**src/rtl/core/euler_transform_matrix_defines.svh**
```systemverilog
// Assertion macros for the Euler transform matrix block.
`ifndef EULER_TRANSFORM_MATRIX_DEFINES_SVH
`define EULER_TRANSFORM_MATRIX_DEFINES_SVH

// Implication checked on every rising clock edge outside reset.
`define ETM_ASSERT_IMP(lbl, ante, cons, msg) \
	lbl: assert property (@(posedge clk) disable iff (!arst_n) (ante) |-> (cons)) \
	else $error(msg);

// Condition that must never hold outside reset.
`define ETM_ASSERT_NEVER(lbl, cond, msg) \
	lbl: assert property (@(posedge clk) disable iff (!arst_n) !(cond)) \
	else $error(msg);

`endif

```
**src/rtl/core/etm_pkg.sv**
```systemverilog
// Types, constants and tables shared by the Euler transform matrix block.
`default_nettype none
package etm_pkg;

	localparam int CORDIC_STEPS_DEF = 20;
	localparam int ATAN_N = 30;
	localparam int ZW = 33;
	localparam int TW = 32;
	localparam int RW = 34;
	localparam int PN = 14;
	localparam int QW = 36;

	localparam logic signed [31:0] ONE_Q16 = 32'sd65536;
	localparam logic signed [31:0] SAT_MAX = 32'sh7fffffff;
	localparam logic signed [31:0] SAT_MIN = 32'sh80000000;
	localparam logic signed [TW-1:0] CORDIC_X0 = 32'sd652032874;
	localparam logic signed [RW-1:0] DEG90 = 34'sd5898240;
	localparam logic signed [RW-1:0] DEG180 = 34'sd11796480;
	localparam logic signed [RW-1:0] DEG360 = 34'sd23592960;
	localparam logic signed [8:0] RECIP360 = 9'sd182;

	typedef struct packed {
		logic               mode;
		logic signed [31:0] angle_x;
		logic signed [31:0] angle_y;
		logic signed [31:0] angle_z;
		logic signed [31:0] scale_x;
		logic signed [31:0] scale_y;
		logic signed [31:0] scale_z;
		logic signed [31:0] trans_x;
		logic signed [31:0] trans_y;
		logic signed [31:0] trans_z;
	} item_t;

	typedef struct packed {
		logic [1:0]         column_index;
		logic signed [31:0] elem0;
		logic signed [31:0] elem1;
		logic signed [31:0] elem2;
		logic signed [31:0] elem3;
		logic               last_column;
		logic               error_flag;
	} res_t;

	// lane 0 yaw, lane 1 pitch, lane 2 roll
	typedef struct packed {
		logic                 mode;
		logic [2:0]           neg;
		logic [2:0][ZW-1:0]   z;
		logic [2:0][31:0]     scale;
		logic [2:0][31:0]     trans;
	} job_t;

	typedef enum logic [2:0] {
		ST_IDLE,
		ST_ROT,
		ST_PROD,
		ST_COL,
		ST_DIV,
		ST_EMIT
	} back_state_t;

	// atan(2^-i) in degrees, Q8.24
	function automatic logic [30:0] atan_deg(input logic [4:0] i);
		logic [30:0] v;
		case (i)
			5'd0: v = 31'd754974720;
			5'd1: v = 31'd445687602;
			5'd2: v = 31'd235489088;
			5'd3: v = 31'd119537938;
			5'd4: v = 31'd60000934;
			5'd5: v = 31'd30029717;
			5'd6: v = 31'd15018523;
			5'd7: v = 31'd7509720;
			5'd8: v = 31'd3754917;
			5'd9: v = 31'd1877466;
			5'd10: v = 31'd938734;
			5'd11: v = 31'd469367;
			5'd12: v = 31'd234684;
			5'd13: v = 31'd117342;
			5'd14: v = 31'd58671;
			5'd15: v = 31'd29335;
			5'd16: v = 31'd14668;
			5'd17: v = 31'd7334;
			5'd18: v = 31'd3667;
			5'd19: v = 31'd1833;
			5'd20: v = 31'd917;
			5'd21: v = 31'd458;
			5'd22: v = 31'd229;
			5'd23: v = 31'd115;
			5'd24: v = 31'd57;
			5'd25: v = 31'd29;
			5'd26: v = 31'd14;
			5'd27: v = 31'd7;
			5'd28: v = 31'd4;
			5'd29: v = 31'd2;
			default: v = 31'd0;
		endcase
		return v;
	endfunction

endpackage
`default_nettype wire

```
**src/rtl/core/etm_front.sv**
```systemverilog
// Front end: accepts transforms and reduces the angles to the CORDIC range.
`default_nettype none
module etm_front (
	input  logic           clk,
	input  logic           arst_n,
	input  logic           push,
	output logic           full,
	input  etm_pkg::item_t item,
	output logic           job_push,
	input  logic           job_full,
	output etm_pkg::job_t  job
);
	import etm_pkg::*;

	logic                    v_s1, v_s2, v_s3;
	logic                    adv;
	item_t                   item_s1, item_s2;
	logic signed [7:0]       q_s1 [3];
	logic signed [RW-1:0]    r_s2 [3];
	job_t                    job_s3;
	logic signed [31:0]      ang [3];
	logic signed [31:0]      ang_s1 [3];
	logic signed [24:0]      qp [3];
	logic signed [RW-1:0]    qm [3];
	logic signed [RW-1:0]    r1 [3];
	logic signed [RW-1:0]    r2 [3];
	logic signed [RW-1:0]    r3 [3];
	logic [2:0]              neg;

	assign adv      = !v_s3 || !job_full;
	assign full     = !adv;
	assign job_push = v_s3 && !job_full;
	assign job      = job_s3;

	assign ang[0]    = item.angle_y;
	assign ang[1]    = item.angle_x;
	assign ang[2]    = item.angle_z;
	assign ang_s1[0] = item_s1.angle_y;
	assign ang_s1[1] = item_s1.angle_x;
	assign ang_s1[2] = item_s1.angle_z;

	always_comb begin
		for (int k = 0; k < 3; k++) begin
			qp[k] = $signed(ang[k][31:16]) * RECIP360;
			qm[k] = RW'(q_s1[k]) * DEG360;
			r1[k] = r_s2[k];
			if (r_s2[k] < 0) begin
				r1[k] = r_s2[k] + DEG360;
			end else if (r_s2[k] >= DEG360) begin
				r1[k] = r_s2[k] - DEG360;
			end
			r2[k] = (r1[k] >= DEG180) ? r1[k] - DEG360 : r1[k];
			r3[k]  = r2[k];
			neg[k] = 1'b0;
			if (r2[k] > DEG90) begin
				r3[k]  = r2[k] - DEG180;
				neg[k] = 1'b1;
			end else if (r2[k] < -DEG90) begin
				r3[k]  = r2[k] + DEG180;
				neg[k] = 1'b1;
			end
		end
	end

	always_ff @(posedge clk or negedge arst_n) begin
		if (!arst_n) begin
			v_s1 <= 1'b0;
			v_s2 <= 1'b0;
			v_s3 <= 1'b0;
		end else if (adv) begin
			v_s1 <= push;
			v_s2 <= v_s1;
			v_s3 <= v_s2;
		end
	end

	always_ff @(posedge clk) begin
		if (adv) begin
			item_s1 <= item;
			item_s2 <= item_s1;
			for (int k = 0; k < 3; k++) begin
				q_s1[k] <= qp[k][23:16];
				r_s2[k] <= RW'(ang_s1[k]) - qm[k];
				job_s3.z[k] <= {r3[k][ZW-9:0], 8'b0};
			end
			job_s3.mode  <= item_s2.mode;
			job_s3.neg   <= neg;
			job_s3.scale <= {item_s2.scale_z, item_s2.scale_y, item_s2.scale_x};
			job_s3.trans <= {item_s2.trans_z, item_s2.trans_y, item_s2.trans_x};
		end
	end
endmodule
`default_nettype wire

```
**config.mk**
```make
export PLATFORM = sky130hd
export DESIGN_NAME = etm_front
export DESIGN_NICKNAME = d
export VERILOG_FILES = /design/src/rtl/core/euler_transform_matrix_defines.svh /design/src/rtl/core/etm_pkg.sv /design/src/rtl/core/etm_front.sv
export SDC_FILE = /design/constraint.sdc
export NUM_CORES = 2
export LEC_CHECK = 0
export ABC_AREA = 0
export ABC_CLOCK_PERIOD_IN_PS = 60000
export BUFFER_PORTS_ARGS = -buffer_cell sky130_fd_sc_hd__buf_2
export CORE_MARGIN = 1.5
export CORE_UTILIZATION = 55
export DETAILED_ROUTE_END_ITERATION = 16
export GPL_ROUTABILITY_DRIVEN = 0
export PLACE_DENSITY = 0.77
export SLEW_MARGIN = 15
export SYNTH_ARGS = -nofsm -noshare
export SYNTH_HDL_FRONTEND = slang
export SYNTH_SLANG_ARGS = --single-unit
```
**constraint.sdc**
```tcl
create_clock -name clk -period 60 [get_ports clk]
set_input_delay 12 -clock clk [delete_from_list [all_inputs] [get_ports clk]]
set_output_delay 12 -clock clk [all_outputs]
set_load 0.005 [all_outputs]
```
==> Word level (Yosys, flattened, before mapping) <==
Memory sizes are Yosys's and may differ from the RTL's.
Index checks and enable logic that the tools add are counted.
{ "totals": {"inputBits": 293, "word_cells": 99, "ff_bits": 756, "ram_bits": 126, "mem_count": 2, "output_inout_bits": 297} }
{ "classes": {"n_addsub": 18, "muxes": 20, "n_reduce_logical": 5, "n_lt_le_gt_ge": 15, "n_mul": 6} }
{ "mem_list": {"columns": ["name", "words", "word_bits", "read_ports", "rd_ports_with_merged_regs", "write_ports", "line_no", "text"], "rows": [
  ["r_s2", 3, 34, 3, 0, 3, "etm_front.sv:19", "logic signed [RW-1:0] r_s2 [3];"],
  ["q_s1", 3, 8, 3, 0, 3, "etm_front.sv:18", "logic signed [7:0] q_s1 [3];"]
]} }
{ "ops": {"columns": ["cell", "count"], "rows": [
  ["$mux 34", 9],
  ["$sub 34x26->34 const B", 6],
  ["$mux 25", 6],
  ["$add 34x26->34 const B", 3],
  ["$ge 34x25->1 const B", 3],
  ["$ge 34x26->1 const B", 3],
  ["$gt 34x24->1 const B", 3],
  ["$lt 34x1->1 const B", 3],
  ["$lt 34x24->1 const B", 3],
  ["$sub 32x34->34", 3],
  ["$add 25x25->25 const B", 3],
  ["$sub 25x25->25 const B", 3],
  ["$mul 16x8->23 const B", 3],
  ["$mul 8x7->15 const B", 3],
  ["$mux 1", 5],
  ["$logic_not 1->1", 3],
  ["$logic_and 1x1->1", 1],
  ["$logic_or 1x1->1", 1]
]} }

==> Logic depth before layout (Yosys ltp) <==
An unclocked memory read counts as a cell.
{ "depth": {"word_depth": 9, "ltp_mapped": 22, "depth_no_buf": 21} }

==> Least setup slack after synthesis <==
No wires, ideal clock.
{ "synth_path": {"path_kind": "input-to-output", "start": "input job_full", "end": "output full", "path_buffers": 0, "path_slack_ns": 16.641, "cell_stages": 2, "arrival_ns": 31.359, "required_ns": 48.000, "cell_sequence": "nand2_1 -> inv_1"} }
{ "synth_via": {"elab_chain_len": 3} }
{ "synth_lines": {"columns": ["item", "line_no", "text"], "rows": [
  ["start: declaration", "etm_front.sv:10", "input logic job_full,"],
  ["$logic_not 1->1", "etm_front.sv:30", "assign adv = !v_s3 || !job_full;"],
  ["$logic_or 1x1->1", "etm_front.sv:30", null],
  ["$logic_not 1->1", "etm_front.sv:31", "assign full = !adv;"],
  ["end: declaration", "etm_front.sv:7", "output logic full,"]
]} }
Every way passes these cells.

==> Worst setup path after layout <==
Same ends and word-level chain as after synthesis.

==> metrics.md <==
| Metric | Value |
|---|---|
| CTS tree | `yes` |
| Post-CTS setup repair buffer count | `0` |
| Top cells by count, synth | `edfxtp_1, ha_1, inv_1` |
| Syn Area/Cell | `14.8 um2` |
| Met2 wire len | `44700 um` |
| Synth Area in Adders | `16.6%` |
| Post-DP HPWL | `63800 um` |
| Post-Synth Simple-Gate Area | `6.55%` |
| Setup Total Neg Slack | `0 ps` |
| Core Area | `0.0776 mm2` |
| Clock Latency Late Sink | `650 ps` |
| Ys flop type | `edfxtp_1` |
| Synth Area in Compound Gates | `8.19%` |
| Initial Util | `a little under three fifths` |
| DR vias/cell | `5.44` |
| H-tree Lvls | `3` |
| Least-Margin Pin Slew | `1120 ps` |
| Post-synthesis cell type count | `between 100 and 150` |
| DR DRC count | `0` |
| DRT antenna net count | `0` |
| Die Area | `0.0803 mm2` |
| Status | `finished, final reports clean` |
| Bufs on Longest Clock Path | `3` |
| Reg2reg path depth | `16` |
| Final Max Slew Viols | `0` |
| Max Freq | `around 0.04 GHz` |
| Total Routing Usage GR | `21.9%` |
| 1st-pass router iterations | `6` |
| Top sig layer | `met5` |
| Slew HR | `approximately a quarter` |
| Worst EP arrival | `13160 ps` |
| FF+latch count, synth | `882` |
| CTS buffer count | `88` |
| Number of setup violations in the final report | `0` |
| Worst setup SP type | `input port` |
| Async SR Flop Fraction | `0.340%` |
| Largest family of logic cells by synthesized area | `adder cells` |
| IO Port Bufs | `565` |
| Global route overflow | `0` |
| Io pins | `between 500 and 600` |
| Most common cell in the synthesized netlist | `edfxtp_1` |
| Post-synthesis mux area share | `0.813%` |
| Post-Syn Area | `0.0432 mm2` |
| Via Count | `25.3k` |
| First-pass GRT wire length | `138000 um` |
| Hold path cells | `0` |
| XOR/XNOR Fraction of Synth Area | `3.09%` |
| Core Rows | `102` |
| Crit path max fanout | `67` |
| Largest net degree at the start of global routing | `199` |
| M1 wire length | `36400 um` |
| FF/Latch Area | `0.0265 mm2` |
| Final Routed Wirelength | `88300 um` |
| Worst EP required | `around 48000 ps` |
| CP endpoint kind | `output pin` |
| WS Path Type | `in2out` |
| Number of flops mapped to enable cells by yosys | `879` |
| Met3 routed WL | `5640 um` |
| Tmin final | `about 25000 ps` |
| FILL cells | `5543` |
| R2R Setup Slk | `54040 ps` |
| Drt first-iter violations | `1944` |
| Hold-fix buffers, CTS | `0` |
| Initial antenna violation count | `16` |
| Root Driver | `clkbuf_16` |
| Synth top area share | `61.1%` |
| Max-Cap Viols | `0` |
| Ranking of synthesized cells by area | `edfxtp_1, ha_1, fa_1` |
| Die height | `between 200 and 300 um` |
| Die X | `283 um` |
| Tcrit/Tclk final | `41.9%` |
| Final hold vios | `0` |
| Area Growth Syn to Fin | `15.4%` |
| Worst-path clk slew | `approximately 60 ps` |
| Yosys warnings | `0` |
| Post-synth top area cell | `edfxtp_1` |
| RSZ-0062 raised after global routing | `no` |
| Worst min path class | `reg2reg` |
| Area of the multi-input gates | `between 0.015 and 0.02 mm2` |
| Wire length per cell | `19.0 um` |
| Final nets | `4291` |
| Register area share after synthesis | `61.2%` |
| Setup Skew | `32.6 ps` |
| Layout cells sized above 1 | `about 22%` |
| Post-CTS Resized | `0` |
| Vias in the first global route | `around 25k` |
| Gate Count Post-Synth | `2914` |
| CTS Sinks | `882` |
==> logic make-up (layout without fill, tap and decap cells) <==
kind of cell,after synthesis,after routing
XOR/XNOR,151,151
AND/OR/NAND/NOR,518,518
buffers and inverters,365,1020
AO/OA/AOI/OAI,487,487
adder cells (fa/ha/maj),477,477
flip-flops,882,882
multiplexers,33,33
other,1,32
==> state kept, by name, summed over array words and instances, names as in the netlist <==
| name | cells |
|---|---|
| item_s2 | 193 |
| q_s1 | 24 |
| v_s3 | 1 |
| ang_s1 | 96 |
| v_s2 | 1 |
| job | 271 |
| r_s2 | 102 |
| v_s1 | 1 |
| item_s1 | 193 |
==> layer usage <==
metal	up-vias	global-route usage (%)
li1	12065	-
met1	12272	28.6
met2	793	37.7
met3	113	4.55
met4	14	5.17
met5	-	0
==> through the flow <==
stage	setup WS [ps]	instance area (um2)	std cells	util [%]	hold slack, ps
final	34840	49900	4640	64.3	403
after global routing	34740	49900	4637	64.3	396
after CTS	34810	49900	4632	64.3	392
after detailed placement	34810	47100	4471	60.7	405
after global placement	34850	47100	4471	60.7	400
after floorplan	16640	43300	2937	-	400
==> final timing paths <==
kind	to	from
worst max-delay path	full	job_full
worst min-delay path	item_s2[30]$_DFFE_PN_	item_s1[30]$_DFFE_PN_
worst max register to register	job[252]$_DFFE_PN_	r_s2[0][53]$_DFFE_PN_
worst min register to register	item_s2[30]$_DFFE_PN_	item_s1[30]$_DFFE_PN_
max in group asynchronous	v_s2$_DFFE_PN0N_	arst_n
min in group asynchronous	v_s3$_DFFE_PN0N_	arst_n
==> area by class of cell <==
class | count | area share (%)
Tap cell | 1040 | 2.61
Inverter | 285 | 2.14
Sequential cell | 882 | 53.1
Multi-Input combinational cell | 1690 | 30.7
Clock buffer | 99 | 4.50
Clock inverter | 62 | 1.06
Antenna cell | 8 | 0.0401
Timing Repair Buffer | 574 | 5.88
==> critical path, cell delays in order <==
cell and delay [ps]:
buf_2 120, nand2_4 610, inv_1 220, buf_2 200
==> placed cells by master, fill, tap and decap left out, types with 11 or more instances in the layout <==
cell type	instances
nand4_1	19
xnor2_1	96
mux2i_1	18
nand3_1	34
nor4_1	32
and3_1	15
o21ai_0	82
or3_1	17
a32oi_1	13
conb_1	24
a21oi_1	77
clkinv_2	17
or2_2	21
a21boi_0	24
clkbuf_1	11
clkinv_1	23
nand2_1	105
a211oi_1	26
clkbuf_16	88
edfxtp_1	879
nand2b_1	12
inv_1	284
nor2_1	126
a31oi_1	30
o21a_1	13
fa_1	159
nor3_1	34
buf_2	565
xor2_1	53
o21bai_1	13
mux2_2	13
ha_1	318
nor2b_1	25
a21o_1	35
Power is left out: the tool's default activity adds up to more than one toggle a clock period on the data nets, which glitch-free logic cannot reach.
