===== config.mk =====
export PLATFORM = sky130hd
export DESIGN_NAME = etm_fifo
export DESIGN_NICKNAME = d
export VERILOG_FILES = /design/src/rtl/core/euler_transform_matrix_defines.svh /design/src/rtl/core/etm_fifo.sv
export SDC_FILE = /design/constraint.sdc
export NUM_CORES = 1
export LEC_CHECK = 0
export BUFFER_PORTS_ARGS = -buffer_cell sky130_fd_sc_hd__buf_2
export CORE_MARGIN = 10
export CORE_UTILIZATION = 45
export CTS_BUF_LIST = sky130_fd_sc_hd__clkbuf_16
export CTS_CLUSTER_SIZE = 8
export DETAILED_ROUTE_END_ITERATION = 8
export PLACE_DENSITY = 0.7
export SETUP_SLACK_MARGIN = 0.5
export SLEW_MARGIN = 20
export SYNTH_ARGS = -nofsm -noshare
export SYNTH_HDL_FRONTEND = slang
export SYNTH_SLANG_ARGS = --single-unit

===== constraint.sdc =====
create_clock -name clk -period 3.5 [get_ports clk]
set_input_delay 0 -clock clk [delete_from_list [all_inputs] [get_ports clk]]
set_output_delay 0 -clock clk [all_outputs]
set_load 0.005 [all_outputs]

===== src/rtl/core/euler_transform_matrix_defines.svh =====
// Assertion macros for the Euler transform matrix block.
`ifndef EULER_TRANSFORM_MATRIX_DEFINES_SVH
`define EULER_TRANSFORM_MATRIX_DEFINES_SVH

// Implication checked on every rising clock edge outside reset.
`define ETM_ASSERT_IMP(lbl, ante, cons, msg) \
	lbl: assert property (@(posedge clk) disable iff (!arst_n) (ante) |-> (cons)) \
	else $error(msg);

// Condition that must never hold outside reset.
`define ETM_ASSERT_NEVER(lbl, cond, msg) \
	lbl: assert property (@(posedge clk) disable iff (!arst_n) !(cond)) \
	else $error(msg);

`endif


===== src/rtl/core/etm_fifo.sv =====
// Small register queue used between the block's parts.
`default_nettype none
module etm_fifo #(
	parameter int WIDTH = 8,
	parameter int DEPTH = 2
) (
	input  logic             clk,
	input  logic             arst_n,
	input  logic             push,
	output logic             full,
	input  logic [WIDTH-1:0] din,
	input  logic             pop,
	output logic             empty,
	output logic [WIDTH-1:0] dout
);
	localparam int AW = (DEPTH > 1) ? $clog2(DEPTH) : 1;
	localparam int CW = $clog2(DEPTH + 1);

	logic [WIDTH-1:0] mem_q [DEPTH];
	logic [AW-1:0]    wr_q;
	logic [AW-1:0]    rd_q;
	logic [CW-1:0]    cnt_q;
	logic             do_push;
	logic             do_pop;

	assign full    = (cnt_q == CW'(DEPTH));
	assign empty   = (cnt_q == '0);
	assign do_push = push && !full;
	assign do_pop  = pop && !empty;
	assign dout    = mem_q[rd_q];

	always_ff @(posedge clk or negedge arst_n) begin
		if (!arst_n) begin
			wr_q  <= '0;
			rd_q  <= '0;
			cnt_q <= '0;
		end else begin
			if (do_push) begin
				wr_q <= (wr_q == AW'(DEPTH - 1)) ? '0 : wr_q + 1'b1;
			end
			if (do_pop) begin
				rd_q <= (rd_q == AW'(DEPTH - 1)) ? '0 : rd_q + 1'b1;
			end
			if (do_push && !do_pop) begin
				cnt_q <= cnt_q + 1'b1;
			end else if (do_pop && !do_push) begin
				cnt_q <= cnt_q - 1'b1;
			end
		end
	end

	always_ff @(posedge clk) begin
		if (do_push) begin
			mem_q[wr_q] <= din;
		end
	end
endmodule
`default_nettype wire


* After elaboration in Yosys (flattened, before gate mapping)
Memories as Yosys holds them, arrays and structs flattened. Cells that the tools add are included.
Word-level totals: register bits 4, bits in writable memories 16, bits of input ports 12, output and inout bits 10, word-level logic and storage cells 25, memories kept 1
Memory list:
- mem_q | depth 2, width 8, rd ports 1, clocked after memory_dff 0, wr ports 1, line etm_fifo.sv:19 | logic [WIDTH-1:0] mem_q [DEPTH];
Cells by class: add/sub/neg operators 4, equal/unequal tests 1, muxes and demuxes 6, reduce and logical (&&, ||, !) cells 10
Operators by type and width (count):
- 1-bit logical AND | 4
- 1-bit logical NOT | 4
- 1-bit 2-to-1 mux | 4
- 2-bit 2-to-1 mux | 2
- 1-bit adder (second input constant) | 2
- 2-bit by 1-bit adder with 2-bit output (second input constant) | 1
- 2-bit equality test (second input constant) | 1
- 2-bit logical NOT | 1
- 2-bit nonzero test | 1
- 2-bit by 1-bit subtractor with 2-bit output (second input constant) | 1

* Logic depth before layout (Yosys ltp)
Gate-level depths: netlist of the first run.
depth in word-level cells 7, gate-level depth with buffers 7, gate-level depth less buffers 7

* Worst setup path after synthesis of the first run
No wires, ideal clock.
path kind reg2reg, start register cnt_q[0], end memory mem_q[0][0], enable pin, setup time 0.370 ns, data arrival time 1.022 ns, data required time 3.130 ns, setup slack 2.108 ns, stages on the path, launching flop included 4, path buffers 0, period minus slack after synthesis 1.392 ns, cells stage by stage dfrtp_1 > nand2b_1 > nand2_2 > nor2_1
Between the ends: longest elaborated chain between the ends 5
RTL lines:
- start, declared | line etm_fifo.sv:22 | logic [CW-1:0] cnt_q;
- start signal, assigned | line etm_fifo.sv:45 | cnt_q <= cnt_q + 1'b1;
- start signal, assigned | line etm_fifo.sv:47 | cnt_q <= cnt_q - 1'b1;
- 2-bit equality test | line etm_fifo.sv:26 | assign full = (cnt_q == CW'(DEPTH));
- 1-bit logical NOT | line etm_fifo.sv:28 | assign do_push = push && !full;
- 1-bit logical AND | line etm_fifo.sv:28
- 1-bit 2-to-1 mux | line etm_fifo.sv:53 | if (do_push) begin
- 1-bit 2-to-1 mux (not written as such) | line etm_fifo.sv:54 | mem_q[wr_q] <= din;
- end, declared | line etm_fifo.sv:19
No other way between the ends.

* Worst setup path after layout of the first run
start register cnt_q[0], end memory mem_q[0][6], enable pin
Same word-level chain as after synthesis.

==> results.md, run 1 <==
- Fillers: between 100 and 150
- DRC viols: 0
- Post-DP HPWL: just under 1 mm
- YS warnings: 0
- Initial Util: 46.3%
- P_sw: 0.235 mW
- Setup TNS Final: 0 ps
- Commonest cells after routing, fill and taps aside: buf_2 (21), edfxtp_1 (16), dlygate4sd3_1 (9), mux2_1 (6), dfrtp_1 (4)
- Cell Rows: 15
- Worst setup path class: reg -> reg
- Worst path cell trace: nand2b_1 > nand2_2 > nor2_1
- GRT Residual Overflow: 0
- Startpoint types: flip-flop
- Setup Buffers After CTS: 0
- Clk pwr share: 26.9%
- Stages on the worst setup path: 3
- Worst path top cell family by delay: simple AND/OR/NAND/NOR gates
- Vias post-DR: around 460
- Critical path buffer and inverter count: 0
- Ports: 22
- Power Dens Cells: 791 nW/um2
- Die W: just over 60 um
- Syn nets: 57
- Layout cells sized above 1: around 36%
- Post-Syn Area: 782 um2
- Routed vias/inst: 4.91
- Quantity of gates resized following cts: 0
- Diodes inserted: 0
- Max cap viols: 0
- Reg clk slew, reported paths: around 50 ps
- Sequential fraction of the synthesis area: approximately three quarters
- Netlist cell types: 15
- Clock sinks: 20
- Number of synthesized register bits: 20
- DRT iter0 DRCs: 10
- Cells after synthesis: between 40 and 50
- R2R depth: 3
- Rel. slew slack: between 50% and 60%
- Final Critical Period: around 1600 ps
- Number of global-route vias before repair: 504
- Clock buffer count from CTS: 3
- Final wirelength: 1.42 mm
- Largest net degree at the start of global routing: 12
- Critical Path Max Stage Delay: 540 ps
- Max Root-Sink Buffers: 2
- Layout Skew: roughly 1.8 ps
- Arr. time, crit path: roughly 1500 ps
- Final Hold Vio Count: 0
- Global-route wire length before repair: about 2.2 mm
- CP required: roughly 3400 ps
- Worst Hold Class: in -> reg
- Final GP Congestion: approximately 0.65
- Tcrit/Tclk final: 46.4%
- Hold buffer count at cts: 9
- Critical-path maximum fanout: 8
- All-Layer GR Usage: 8.17%
- Clock root buffer master: clkbuf_16
- Flop pwr share: a little under half
- Hold path depth: 3
- Max-slew violation count: 0
- Htree depth: 1
- Final setup violation count: 0
- Area growth, synth to finish: 37.1%
- Clock Latency Late Sink: around 250 ps
- Die area: between 3000 and 4000 um2
- Hold WS: about 67 ps
- First-pass detailed-route iteration total: 5
- IO buf count: 21
- Initial antenna violation count: 0
- Slowest CP cell: nor2_1
- Commonest non-fill, non-tap cell in the layout: buf_2
- Avg Inst Size Synth: around 18 um2
- Outcome: completed
- Nets: ~90
- Switching part of the total: ~28%
- RSZ-0062 raised after global routing: false
- Number of routed nets with antenna violations: 0
- Worst Max-Slew Pin Slew: approximately 700 ps
- WL per Instance: between 15 and 20 um
- Worst Setup End Kind: flip-flop
- Pleak: around 0.45 nW
- Max Clk Rate: 616 MHz
- Core Area: between 1500 and 2000 um2
- Internal power: about 0.6 mW
- DIE HEIGHT: approximately 60 um
- Comb pwr share: around 28%
- CTS tree: yes
- Peak supply drop: 399 uV
==> logic make-up (layout without fill, tap and decap cells) <==
logic type,after synthesis,count (layout),synth area share (%)
flip-flops,20,20,74.2
buffers and inverters,3,36,1.60
XOR/XNOR,5,5,6.56
AND/OR/NAND/NOR,6,6,3.84
adder cells (fa/ha/maj),1,1,1.60
multiplexers,8,8,11.5
AO/OA/AOI/OAI,1,1,0.639
==> cell usage after synthesis <==
master	count	share of area (%)
and3_1	1	0.80
edfxtp_1	16	61
xor2_1	2	2.2
inv_1	2	0.96
xnor2_2	1	2.1
xnor2_1	2	2.2
o21ai_1	1	0.64
nor2_1	3	1.4
buf_2	1	0.64
nand2b_1	1	0.80
nand2_2	1	0.80
dfrtp_1	4	13
ha_1	1	1.6
mux2_1	6	8.6
mux2_2	2	2.9
==> area by class of cell <==
| type | count | area, um2 | share of cell area (%) |
|---|---|---|---|
| clock buffers | 3 | 75.1 | 7.00 |
| flip-flops and latches | 20 | 581 | 54.1 |
| clock inverters | 1 | 3.75 | 0.350 |
| inverters | 2 | 7.51 | 0.700 |
| repair buffers | 30 | 195 | 18.2 |
| multi-input cells | 21 | 189 | 17.6 |
| well taps | 17 | 21.3 | 1.98 |
==> sequential cells by signal, indices dropped and copies added (netlist names) <==
register,count
mem_q,16
cnt_q,2
rd_q,1
wr_q,1
==> through the flow <==
step	util [%]	power, mW	instances	setup slack [ps]	instance area [um2]
floorplan	-	0.529	44	2110	782
global placement	53.5	0.612	81	1930	903
detailed placement	53.5	0.618	81	1890	903
CTS	63.5	0.859	94	1870	1070
global route	63.5	0.897	94	1780	1070
finish	63.5	0.848	94	1880	1070
==> power groups by stage <==
stage / Sequential (mW) / Combinational (mW) / Clock [mW]
finish: 0.386 / 0.234 / 0.228
global route: 0.395 / 0.260 / 0.242
CTS: 0.387 / 0.239 / 0.233
detailed placement: 0.391 / 0.227 / 0
global placement: 0.388 / 0.224 / 0
floorplan: 0.362 / 0.167 / 0
==> layer usage <==
layer / part of all wire, % / vias to the layer above / global-route usage (%)
li1: - / 224 / -
met1: 43 / 215 / 9.20
met2: 49 / 21 / 12.6
met5: 0 / - / 0
met4: 1.8 / 0 / 6.69
met3: 6.0 / 2 / 2.27
==> path summary, 6_finish.rpt <==
kind / to / startpoint / slack, ps
max: mem_q[0][6] / cnt_q[0] / 1880
min: wr_q / push / 70
max reg2reg: mem_q[0][6] / cnt_q[0] / 1880
min reg2reg: cnt_q[1] / cnt_q[1] / 520
max in group asynchronous: wr_q / arst_n / 3300
min in group asynchronous: cnt_q[0] / arst_n / 80
==> worst min-delay path, delay by kind of cell <==
family                    cells  cell delay (ps)
buffers and inverters         1              110
and+or+nand+nor               1               90
xor gates and xnor gates      1               70
Note: power is estimated with default switching activity, not from simulation.
==> run 2: changes to the inputs <==
==> constraint.sdc (replaced) <==
create_clock -name clk -period 1.5 [get_ports clk]
set_input_delay 0 -clock clk [delete_from_list [all_inputs] [get_ports clk]]
set_output_delay 0 -clock clk [all_outputs]
set_load 0.005 [all_outputs]
==> run 2 against run 1 <==
Effect of this change: wire length grew 24%; combinational power grew to 5.6 times the previous value; clock skew barely moved; utilization up 17 points; sequential power increased by 130%; global-route usage grew 1.3 points; first-iteration DRC count up 100%; non-clock buffer count increased by 16; count of clock-buffer cells in the layout stayed put; hold slack better by 52 ps; largest power group is now combinational cells.
==> results.md, run 2 (synthesis results as in run 1) <==
- Max-slew violation count: 0 (unchanged)
- Comb pwr share: 48.0% (+20 points)
- Cell total after placement: 82 (+1.2%)
- Clock buffer count from CTS: 3 (unchanged)
- First-pass detailed-route iteration total: 4 (-1)
- Clock sinks: 20 (unchanged)
- Max Clk Rate: 764 MHz (+24%)
- R2R depth: 6 (+3)
- Number of global-route vias before repair: 557 (+11%)
- Number of routed nets with antenna violations: 0 (unchanged)
- Cell Rows: 15 (unchanged)
- Diodes inserted: 0 (unchanged)
- Htree depth: 1 (unchanged)
- Worst Hold Class: in -> async
- Biggest regs: mem_q (16), cnt_q (2)
- IO buf count: 21 (unchanged)
- CTS tree: yes
- Largest net degree at the start of global routing: 12 (unchanged)
- Outcome: completed
- Layout Utilization: 80.1% (+17 points)
- Final instance area: 1350 um2 (+26%)
- Commonest cells after routing, fill and taps aside: edfxtp_1 (16), buf_6 (15), buf_2 (13), dlygate4sd3_1 (9), buf_4 (9)
- Critical-path maximum fanout: 2 (-6)
- Setup TNS Final: 0 ps (unchanged)
- Max cap viols: 0 (unchanged)
- Pleak: 0.594 nW (+32%)
- CP required: 1630 ps (-1750 ps)
- Largest register FFs: 16 (unchanged)
- RSZ-0062 raised after global routing: true
- All-Layer GR Usage: 9.48% (+1.3 points)
- Core Area: 1690 um2 (unchanged)
- Commonest non-fill, non-tap cell in the layout: edfxtp_1
- DRC viols: 0 (unchanged)
- RR Startpoint: cnt_q[0]
- Nets: 107 (+18%)
- Startpoint types: flip-flop
- Die W: 61.7 um (unchanged)
- Routed vias/inst: 4.71 (-4.2%)
- Worst Setup End Kind: flip-flop
- GRT Residual Overflow: 0 (unchanged)
- Reg-to-reg slack, setup: 190 ps (-1690 ps)
- Tcrit/Tclk final: 87.3% (+41 points)
- Rel. slew slack: 85.5% (+31 points)
- Area growth, synth to finish: 73.0%
- Peak supply drop: 1130 uV (+180%)
- Non-Filler Instances: 110 (+17%)
- Reg-to-Reg End: cnt_q[1]
- DRT iter0 DRCs: 20 (+10)
- Vias post-DR: 518 (+12%)
- Initial antenna violation count: 0 (unchanged)
- Power Dens Cells: 2000 nW/um2 (+150%)
- Clock root buffer master: clkbuf_16
- Final GP Congestion: 0.687 (+4.9%)
- Clk pwr share: 19.4% (-7.5 points)
- Flop pwr share: 32.6% (-13 points)
- Final Hold Vio Count: 0 (unchanged)
- WL per Instance: 15.9 um (+5.9%)
- Arr. time, crit path: 1440 ps (-60 ps)
- Layout cells sized above 1: 64.5% (+28 points)
- Final wirelength: 1.75 mm (+24%)
- Max Root-Sink Buffers: 2 (unchanged)
- Ports: 22 (unchanged)
- Switching part of the total: 27.3% (-0.41 points)
- Placed Area: 930 um2 (+2.9%)
- CP endpoint: cnt_q[1]
- Crit path launch: cnt_q[0]
- Final Critical Period: 1310 ps (-314 ps)
- DIE HEIGHT: 61.7 um (unchanged)
- Top reg by flops: mem_q
- Worst Max-Slew Pin Slew: 217 ps (-469 ps)
- Global-route wire length before repair: 2.63 mm (+18%)
- Reg clk slew, reported paths: 50 ps (about the same)
- Internal power: 1.96 mW (+220%)
- Layout Skew: 2.04 ps (+0.198 ps)
- Clock Latency Late Sink: 240 ps (about the same)
- P_sw: 0.736 mW (+210%)
- Worst setup path class: reg -> reg
- Post-DP HPWL: 993 um (+3.2%)
- Initial Util: 46.3% (unchanged)
- Die area: 3810 um2 (unchanged)
- Final setup violation count: 0 (unchanged)
==> run 2: changes by cell type in the layout (fill, tap and decap cells not counted), moves of 2 or more <==
cell | previous run | this run
nor2_1 | 3 | 1
inv_2 | 0 | 2
mux2_4 | 0 | 8
buf_6 | 0 | 15
buf_2 | 21 | 13
dfrtp_2 | 0 | 2
buf_4 | 0 | 9
mux2_1 | 6 | 0
dfrtp_1 | 4 | 2
mux2_2 | 2 | 0
==> run 2: what timing repair did <==
item,in CTS,in global routing
hold buffers,9,0
setup endpoints to repair,27,30
endpoints found under the hold margin,20,0
pin swaps,6,1
buffers inserted,12,3
gates resized for setup,21,13
==> run 2: cell type report <==
cell class	count	area [um2]
Clock buffer	3	75.1
Clock inverter	1	3.75
Fill cell	97	337
Inverter	2	7.51
Multi-Input combinational cell	21	270
Sequential cell	20	583
Tap cell	17	21.3
Timing Repair Buffer	46	392
==> run 2: per-layer routing <==
metal  up-vias  track usage [%]  share of wire (%)
li1        255                -                  -
met1       252             10.9                 42
met2         9             16.8                 54
met3         2             2.89                3.8
met4         0             1.91               0.34
met5         -                0                  0
==> run 2: worst min-delay path by stage <==
stage / start / end / slack (ps) / cells after the start
detailed placement: arst_n / cnt_q[1] / -190 / 1
global placement: arst_n / cnt_q[1] / -190 / 1
finish: arst_n / cnt_q[0] / 120 / 2
CTS: arst_n / cnt_q[0] / 90 / 2
floorplan: arst_n / cnt_q[0] / -300 / 0
global route: arst_n / cnt_q[0] / 140 / 2
==> run 2: worst max-delay path: stages (launching register included) <==
cell     delay, ps
dfrtp_1        370
buf_4          150
o21ai_4        160
ha_4           150
xor2_1         160
nor2_1          70
xor2_1         140
==> run 2: power groups by stage <==
stage | clock [mW] | sequential (mW) | combinational (mW)
6_report | 0.524 | 0.880 | 1.30
5_1_grt | 0.558 | 0.898 | 1.39
4_1_cts | 0.527 | 0.870 | 1.07
3_5_place_dp | 0 | 0.920 | 0.580
3_3_place_gp | 0 | 0.916 | 0.571
2_1_floorplan | 0 | 0.856 | 0.421
==> run 2: through the flow <==
| step | power [mW] | hold slack [ps] | worst slack (ps) |
|---|---|---|---|
| floorplan | 1.28 | -296 | 199 |
| global placement | 1.49 | -190 | 146 |
| detailed placement | 1.50 | -185 | 114 |
| CTS | 2.47 | 93.7 | 215 |
| global route | 2.84 | 142 | 152 |
| finish | 2.70 | 119 | 191 |
